==> src/ndtv_pkg.sv <==
// Shared types, widths, register codes and neighbor table for the voxel count core.
// No dependencies; the design files refer to it by scoped names, the bench files import it.
`timescale 1ns / 1ps
`default_nettype none

package ndtv_pkg;

    localparam int GRID_CELLS_DEF = 4096;
    localparam int Q_DEPTH        = 2;

    localparam int INV_W      = 16;
    localparam int MIN_W      = 16;
    localparam int SIZE_W     = 13;
    localparam int CNT_W      = 16;
    localparam int COORD_W    = 24;
    localparam int FRAC_W     = 16;
    localparam int IDX_W      = 12;
    localparam int NCNT_W     = 3;
    localparam int REG_IDX_W  = 3;
    localparam int CFG_DATA_W = 16;

    localparam int PROD_W = COORD_W + INV_W + 1;
    localparam int DIFF_W = COORD_W + 1;
    localparam int D_W    = 15;
    localparam int SXY_W  = 2 * SIZE_W;
    localparam int PY_W   = D_W + SIZE_W + 1;
    localparam int PZ_W   = D_W + SXY_W + 1;
    localparam int BASE_W = PZ_W + 1;

    localparam logic signed [DIFF_W-1:0] DIFF_LO = -25'sd2;
    localparam logic signed [DIFF_W-1:0] DIFF_HI = 25'sd8192;

    localparam logic KIND_ACC = 1'b0;
    localparam logic KIND_QRY = 1'b1;

    localparam logic [REG_IDX_W-1:0] REG_INV_RES  = 3'd0;
    localparam logic [REG_IDX_W-1:0] REG_MIN_X    = 3'd1;
    localparam logic [REG_IDX_W-1:0] REG_MIN_Y    = 3'd2;
    localparam logic [REG_IDX_W-1:0] REG_MIN_Z    = 3'd3;
    localparam logic [REG_IDX_W-1:0] REG_SIZE_X   = 3'd4;
    localparam logic [REG_IDX_W-1:0] REG_SIZE_Y   = 3'd5;
    localparam logic [REG_IDX_W-1:0] REG_SIZE_Z   = 3'd6;
    localparam logic [REG_IDX_W-1:0] REG_MIN_PTS  = 3'd7;

    localparam logic [INV_W-1:0]         INV_RES_RST = 16'd512;
    localparam logic signed [MIN_W-1:0]  BOX_MIN_RST = -16'sd8;
    localparam logic [SIZE_W-1:0]        SIZE_RST    = 13'd16;
    localparam logic [CNT_W-1:0]         MIN_PTS_RST = 16'd6;
    localparam logic [CNT_W-1:0]         CNT_MAX     = '1;

    localparam logic [1:0] AX_NONE = 2'd0;
    localparam logic [1:0] AX_X    = 2'd1;
    localparam logic [1:0] AX_Y    = 2'd2;
    localparam logic [1:0] AX_Z    = 2'd3;

    localparam logic [2:0] NBR_LAST = 3'd6;

    typedef struct packed {
        logic [INV_W-1:0]        inv_res;
        logic signed [MIN_W-1:0] min_x;
        logic signed [MIN_W-1:0] min_y;
        logic signed [MIN_W-1:0] min_z;
        logic [SIZE_W-1:0]       size_x;
        logic [SIZE_W-1:0]       size_y;
        logic [SIZE_W-1:0]       size_z;
        logic [CNT_W-1:0]        min_points;
    } cfg_t;

    typedef struct packed {
        logic                      kind;
        logic signed [COORD_W-1:0] vx;
        logic signed [COORD_W-1:0] vy;
        logic signed [COORD_W-1:0] vz;
    } q_item_t;

    typedef struct packed {
        logic q_ready;
        logic clearing;
    } back_stat_t;

    // center, +x, -x, +y, -y, +z, -z
    function automatic logic [1:0] nbr_axis(input logic [2:0] k);
        logic [1:0] a;
        case (k)
            3'd1, 3'd2: a = AX_X;
            3'd3, 3'd4: a = AX_Y;
            3'd5, 3'd6: a = AX_Z;
            default:    a = AX_NONE;
        endcase
        return a;
    endfunction

    function automatic logic nbr_neg(input logic [2:0] k);
        logic n;
        case (k)
            3'd2, 3'd4, 3'd6: n = 1'b1;
            default:          n = 1'b0;
        endcase
        return n;
    endfunction

endpackage

`default_nettype wire

==> src/ndtv_front.sv <==
// Front end: accepts requests, scales points to voxel coordinates, queues them.
// Depends on ndtv_pkg.
`timescale 1ns / 1ps
`default_nettype none

module ndtv_front (
    input  wire logic                                 aclk,
    input  wire logic                                 aresetn,
    input  wire ndtv_pkg::cfg_t                       cfg,
    input  wire logic                                 s_valid,
    output logic                                      s_ready,
    input  wire logic                                 s_kind,
    input  wire logic signed [ndtv_pkg::COORD_W-1:0]  s_x,
    input  wire logic signed [ndtv_pkg::COORD_W-1:0]  s_y,
    input  wire logic signed [ndtv_pkg::COORD_W-1:0]  s_z,
    input  wire ndtv_pkg::back_stat_t                 stat,
    output logic                                      q_valid,
    output ndtv_pkg::q_item_t                         q_item
);

    localparam int QPW = (ndtv_pkg::Q_DEPTH > 1) ? $clog2(ndtv_pkg::Q_DEPTH) : 1;
    localparam int QCW = $clog2(ndtv_pkg::Q_DEPTH + 1);
    localparam int VHI = ndtv_pkg::COORD_W + ndtv_pkg::FRAC_W - 1;

    ndtv_pkg::q_item_t fifo_reg [ndtv_pkg::Q_DEPTH];
    logic [QPW-1:0] wr_ptr_reg, wr_ptr_next;
    logic [QPW-1:0] rd_ptr_reg, rd_ptr_next;
    logic [QCW-1:0] count_reg, count_next;

    logic signed [ndtv_pkg::PROD_W-1:0] px, py, pz;
    logic signed [ndtv_pkg::INV_W:0]    inv_s;
    ndtv_pkg::q_item_t                  item_in;
    logic push, pop;

    assign inv_s = $signed({1'b0, cfg.inv_res});
    assign px    = s_x * inv_s;
    assign py    = s_y * inv_s;
    assign pz    = s_z * inv_s;

    always_comb begin
        item_in.kind = s_kind;
        item_in.vx   = px[VHI:ndtv_pkg::FRAC_W];
        item_in.vy   = py[VHI:ndtv_pkg::FRAC_W];
        item_in.vz   = pz[VHI:ndtv_pkg::FRAC_W];
    end

    assign s_ready = (count_reg != QCW'(ndtv_pkg::Q_DEPTH)) && !stat.clearing;
    assign q_valid = (count_reg != '0);
    assign q_item  = fifo_reg[rd_ptr_reg];
    assign push    = s_valid && s_ready;
    assign pop     = q_valid && stat.q_ready;

    always_comb begin
        wr_ptr_next = wr_ptr_reg;
        rd_ptr_next = rd_ptr_reg;
        count_next  = count_reg;
        if (push) begin
            wr_ptr_next = (wr_ptr_reg == QPW'(ndtv_pkg::Q_DEPTH - 1)) ? '0 : wr_ptr_reg + 1'b1;
        end
        if (pop) begin
            rd_ptr_next = (rd_ptr_reg == QPW'(ndtv_pkg::Q_DEPTH - 1)) ? '0 : rd_ptr_reg + 1'b1;
        end
        case ({push, pop})
            2'b10:   count_next = count_reg + 1'b1;
            2'b01:   count_next = count_reg - 1'b1;
            default: count_next = count_reg;
        endcase
    end

    always_ff @(posedge aclk) begin
        if (push) begin
            fifo_reg[wr_ptr_reg] <= item_in;
        end
    end

    always_ff @(posedge aclk) begin
        if (!aresetn) begin
            wr_ptr_reg <= '0;
            rd_ptr_reg <= '0;
            count_reg  <= '0;
        end else begin
            wr_ptr_reg <= wr_ptr_next;
            rd_ptr_reg <= rd_ptr_next;
            count_reg  <= count_next;
        end
    end

endmodule

`default_nettype wire

==> config.mk <==
export PLATFORM = sky130hd
export DESIGN_NAME = ndtv_front
export DESIGN_NICKNAME = d
export VERILOG_FILES = /design/src/ndtv_pkg.sv /design/src/ndtv_front.sv
export SDC_FILE = /design/constraint.sdc
export NUM_CORES = 2
export LEC_CHECK = 0
export BUFFER_PORTS_ARGS = -buffer_cell sky130_fd_sc_hd__clkbuf_2
export CAP_MARGIN = 20
export CORE_ASPECT_RATIO = 0.6
export CORE_MARGIN = 10
export CORE_UTILIZATION = 40
export CTS_BUF_LIST = sky130_fd_sc_hd__clkbuf_4 sky130_fd_sc_hd__clkbuf_8
export DETAILED_ROUTE_END_ITERATION = 12
export PLACE_DENSITY = 0.62
export SYNTH_ARGS = -nofsm -noshare
export SYNTH_HDL_FRONTEND = slang
export SYNTH_SLANG_ARGS = --single-unit
==> constraint.sdc <==
create_clock -name aclk -period 6.6 [get_ports aclk]
set_input_delay 0.33 -clock aclk [delete_from_list [all_inputs] [get_ports aclk]]
set_output_delay 0.33 -clock aclk [all_outputs]
set_load 0.005 [all_outputs]
=== After elaboration in Yosys (flattened, before gate mapping) ===
Memories as Yosys holds them, arrays and structs flattened. A register that Yosys moved wholly into a read port is not among the register bits.
Cells that the tools add are included.

* Add/subtract/negate cells: 4
* Reductions and logical operators: 6
* Multiply operators: 3
* Muxes and demuxes: 7
* Equality and inequality tests: 3

{| class="wikitable"
|+ Operators with widths
! cell !! number
|-
| 24-bit by 17-bit multiplier with 40-bit output || 3
|-
| 1-bit 2-to-1 mux || 6
|-
| 2-bit case mux with 2 select lines || 1
|-
| 2-bit nonzero test || 2
|-
| 1-bit logical AND || 3
|-
| 1-bit adder, second input constant || 2
|-
| 2-bit by 1-bit adder with 2-bit output, second input constant || 1
|-
| 2-bit by 1-bit == test with 1-bit output, second input constant || 1
|-
| 2-bit == test, second input constant || 1
|-
| 2-bit != test, second input constant || 1
|-
| 2-bit by 1-bit subtractor with 2-bit output, second input constant || 1
|-
| 1-bit zero test || 1
|}

* Memory bits (writable): 146
* Word-level logic and storage cells: 27
* Register bits: 4
* Memories kept: 1

{| class="wikitable"
|+ Memory list
! memory !! depth !! width !! rd ports !! clocked after Yosys merged registers in !! write ports !! RTL line !! RTL
|-
| fifo_reg || 2 || 73 || 1 || 1 || 1 || ndtv_front.sv:25 || <nowiki>ndtv_pkg::q_item_t fifo_reg [ndtv_pkg::Q_DEPTH];</nowiki>
|}

=== Logic depth before layout (Yosys ltp) ===
* Depth after elaboration: 5
* Mapped depth: 25
* Gate-level depth less buffers: 24

=== Worst setup path after synthesis ===
No wires, ideal clock.

* Path type: input -> register
* Start point: input cfg[105] (netlist name)
* End point: memory fifo_reg[0][71] (netlist name) (data pin)
* Data required time: 6.331 ns
* Path slack: 0.068 ns
* Library setup time: 0.269 ns
* Cell stages on the path: 22
* Arrival: 6.263 ns
* Cells stage by stage: clkbuf_1 -> clkbuf_1 -> nand2_1 -> fa_1 -> fa_1 -> fa_1 -> inv_1 -> fa_1 -> fa_1 -> inv_1 -> fa_1 -> inv_1 -> ha_1 -> a2111oi_2 -> o21ai_1 -> o21a_2 -> a2111o_1 -> or2_4 -> o21ai_4 -> nor2_2 -> a2111oi_2 -> xnor2_1

* Cells in the longest elaborated chain, start to end: 1

{| class="wikitable"
|+ Ends and longest elaborated chain
! item !! RTL line !! RTL
|-
| from (decl) || ndtv_front.sv:9 || <nowiki>input wire ndtv_pkg::cfg_t cfg,</nowiki>
|-
| 24-bit by 17-bit multiplier with 40-bit output || ndtv_front.sv:36 || <nowiki>assign px = s_x * inv_s;</nowiki>
|-
| named net px, one bit || ndtv_front.sv:30 || <nowiki>logic signed [ndtv_pkg::PROD_W-1:0] px, py, pz;</nowiki>
|-
| to (decl) || ndtv_front.sv:25 ||
|}

The timed path passes the listed nets, and every way through them passes these cells.

=== Final worst setup path ===
* Start point: input cfg[108] (netlist name)
* End point: memory fifo_reg[1][47] (netlist name) (data pin)

* Cells in the longest elaborated chain, start to end: 1

{| class="wikitable"
|+ Ends and longest elaborated chain
! item !! RTL line !! RTL
|-
| 24-bit by 17-bit multiplier with 40-bit output || ndtv_front.sv:37 || <nowiki>assign py = s_y * inv_s;</nowiki>
|-
| named net py, one bit || ndtv_front.sv:30 ||
|}

The timed path passes the listed nets, and every way through them passes these cells.

==> results.py <==
metrics = {
    "yosys": {
        "async_reset_ff_share_pct": 0,
        "yosys_most_used_dff": "edfxtp_1",
        "syn_avg_cell_area_sq_um": 9.58,
        "yosys-top-cells-count": "inv_1, fa_1, nand2_1",
        "yosysSeqAreaShare_pct": 9.95,
        "synth_edf_count": 146,
        "syn-num-nets": 6301,
        "netlist_area_sq_um": 45100,
        "synth.area.top_cells": "fa_1, inv_1, edfxtp_1",
        "synthCells": 4705,
        "ys_types": 59,
        "synth_largest_area_cell": "fa_1",
        "ys_warn_count": 0,
        "synth-seq-cells": 151,
        "synth_top_area_share_pct": 49.3,
        "synth_most_common_cell": "inv_1",
    },
    "layout": {
        "seq_area_sq_um": 4490,
        "multi_input_area_sq_um": 35000,
        "nNetsFinal": 6692,
        "nFillCells": 10712,
        "syn_to_final_growth_pct": 13.0,
        "largest_reg_flops": 146,
        "layout-drive-gt1-share_pct": 13.7,
    },
    "sta": {
        "fin_crit_sh_pct": 96.3,
        "holdWs_ns": 0.195,
        "period_needed_ns": 6.36,
        "setup_viol": 0,
        "skew_ns": 0.0128,
        "rsz0062_at_grt": "false",
        "slew_headroom_pct": 46.1,
        "finalHoldViolCount": 0,
        "slew_viol_final": 0,
        "fmax_mhz": 157,
        "tightest_slew_ns": 0.805,
    },
    "clock_tree": {
        "path_clk_slew_ns": 0.09,
        "h-tree-depth": 4,
        "cts-root-buf": "clkbuf_8",
        "cts.sinks": 151,
        "cts_setup_buffers": 0,
        "clock_latency_ns": 0.60,
        "tritoncts": "done",
        "cts_buffers": 17,
        "clockBufferDepth": 2,
    },
    "routing": {
        "met3WireLength_um": 7270,
        "via_count": 31167,
        "route.top_layer_used": "met5",
        "first_pass_iters": 6,
        "drtIter0Drc": 1797,
        "drc_errors": 0,
        "detail-route-antenna-nets": 0,
        "wl_per_cell_um": 17.2,
        "routed_wirelength_um": 114000,
        "viasPerCell": 4.71,
        "met2_wirelength_um": 48400,
        "met1_length_um": 56300,
    },
    "die": {
        "start_util_pct": 40.3,
        "ios": 272,
        "dieArea_sq_um": 127000,
        "die_x_um": 453,
        "die_y_um": 280,
        "core_sq_um": 112000,
        "row_count": 95,
    },
    "critical_path": {
        "worstSetupPathType": "in2reg",
        "r2r_slack_ns": 4.08,
        "endpoint_kind": "register",
        "required_ns": 6.93,
        "worstPathArrival_ns": 6.68,
        "start_kind": "input pin",
        "critPathMaxFanout": 12,
    },
    "grt": {
        "gr-total-overflow": 0,
        "antenna_found_initial": 11,
        "grt_first_pass_wirelength_um": 189000,
        "grt_max_degree": 46,
        "grtUsageTotal_pct": 18.7,
        "grt_pass1_vias": 34088,
    },
    "place": {
        "io_buffers": 168,
        "place.gp.congestion": 0.885,
        "hpwl_um": 98700,
    },
    "flow_run": {
        "cap_violations": 0,
    },
    "worst_hold_path": {
        "hp-class": "in2reg",
    },
    "status": {
        "status": "finished, final reports clean",
    },
}
## final timing paths
path | from | endpoint | depth (start not counted)
max | cfg[108] | fifo_reg[1][47]$_DFFE_PP_ | 26
max reg2reg | count_reg[0]$_SDFFE_PN0P_ | fifo_reg[0][1]$_DFFE_PP_ | 6
min | stat[1] | register | 4
min reg2reg | count_reg[1]$_SDFFE_PN0P_ | count_reg[1]$_SDFFE_PN0P_ | 2
## final cells by class
class	count	area share, %
timing repair buffer	575	8.38
antenna	3	0.0147
sequential	151	8.81
tap	1503	3.69
clock buffer	19	0.489
inverter	1304	9.61
multi-input combinational	3047	68.7
clock inverter	12	0.329
## kinds of logic after synthesis
kind of cell	count (synthesis)	share of synthesized area [%]
AO/OA/AOI/OAI	179	2.67
XOR/XNOR	98	1.90
adder cells (fa/ha/maj)	1399	57.3
buffers and inverters	1507	12.6
flip-flops	151	9.95
multiplexers	74	1.85
AND/OR/NAND/NOR	1297	13.7
## placed cells by master, fill, tap and decap left out, types with 17 or more instances in the layout
cell / count
a21oi_1: 46
and2_1: 450
buf_12: 28
buf_4: 374
clkbuf_2: 163
clkbuf_8: 17
edfxtp_1: 146
fa_1: 1110
ha_1: 289
inv_1: 1304
mux2_2: 73
nand2_1: 719
nor2_1: 50
o21a_1: 19
o21ai_0: 26
xnor2_1: 69
xor2_1: 29
## layer usage
metal | vias up | GRT usage [%]
li1 | 14291 | -
met4 | 10 | 3.45
met1 | 15990 | 28.8
met3 | 89 | 3.38
met5 | - | 0
met2 | 787 | 27.6
## what timing repair did
action | CTS | global route
hold buffers | 2 | 0
setup endpoints to repair | 0 | 18
resized for setup | 0 | 13
hold endpoints to repair | 7 | 0
## stage by stage
step	setup TNS (ns)	instances	setup WS (ns)	instance area (sq um)	utilization (%)
2_1_floorplan	0	4705	0.0677	45100	-
3_3_place_gp	-9.65	6578	-0.341	50400	45.1
3_5_place_dp	-11.73	6578	-0.399	50400	45.1
4_1_cts	0	6611	0.256	50900	45.5
5_1_grt	0	6614	0.0233	50900	45.5
6_report	0	6614	0.244	50900	45.5
## critical path: stages
cell	delay, ns
clkbuf_2	0.10
buf_12	0.15
buf_12	0.14
buf_12	0.14
and2_1	0.15
fa_1	0.53
inv_1	0.05
fa_1	0.46
fa_1	0.51
inv_1	0.05
fa_1	0.48
fa_1	0.51
inv_1	0.05
fa_1	0.47
inv_1	0.04
ha_1	0.30
a22o_1	0.25
nor3_2	0.19
or4b_4	0.50
o211ai_1	0.23
buf_4	0.19
o21a_1	0.15
o21ai_1	0.11
o41ai_2	0.36
buf_4	0.16
xnor2_1	0.07
Power is left out: the tool's default activity adds up to more than one toggle a clock period on the data nets, which glitch-free logic cannot reach.
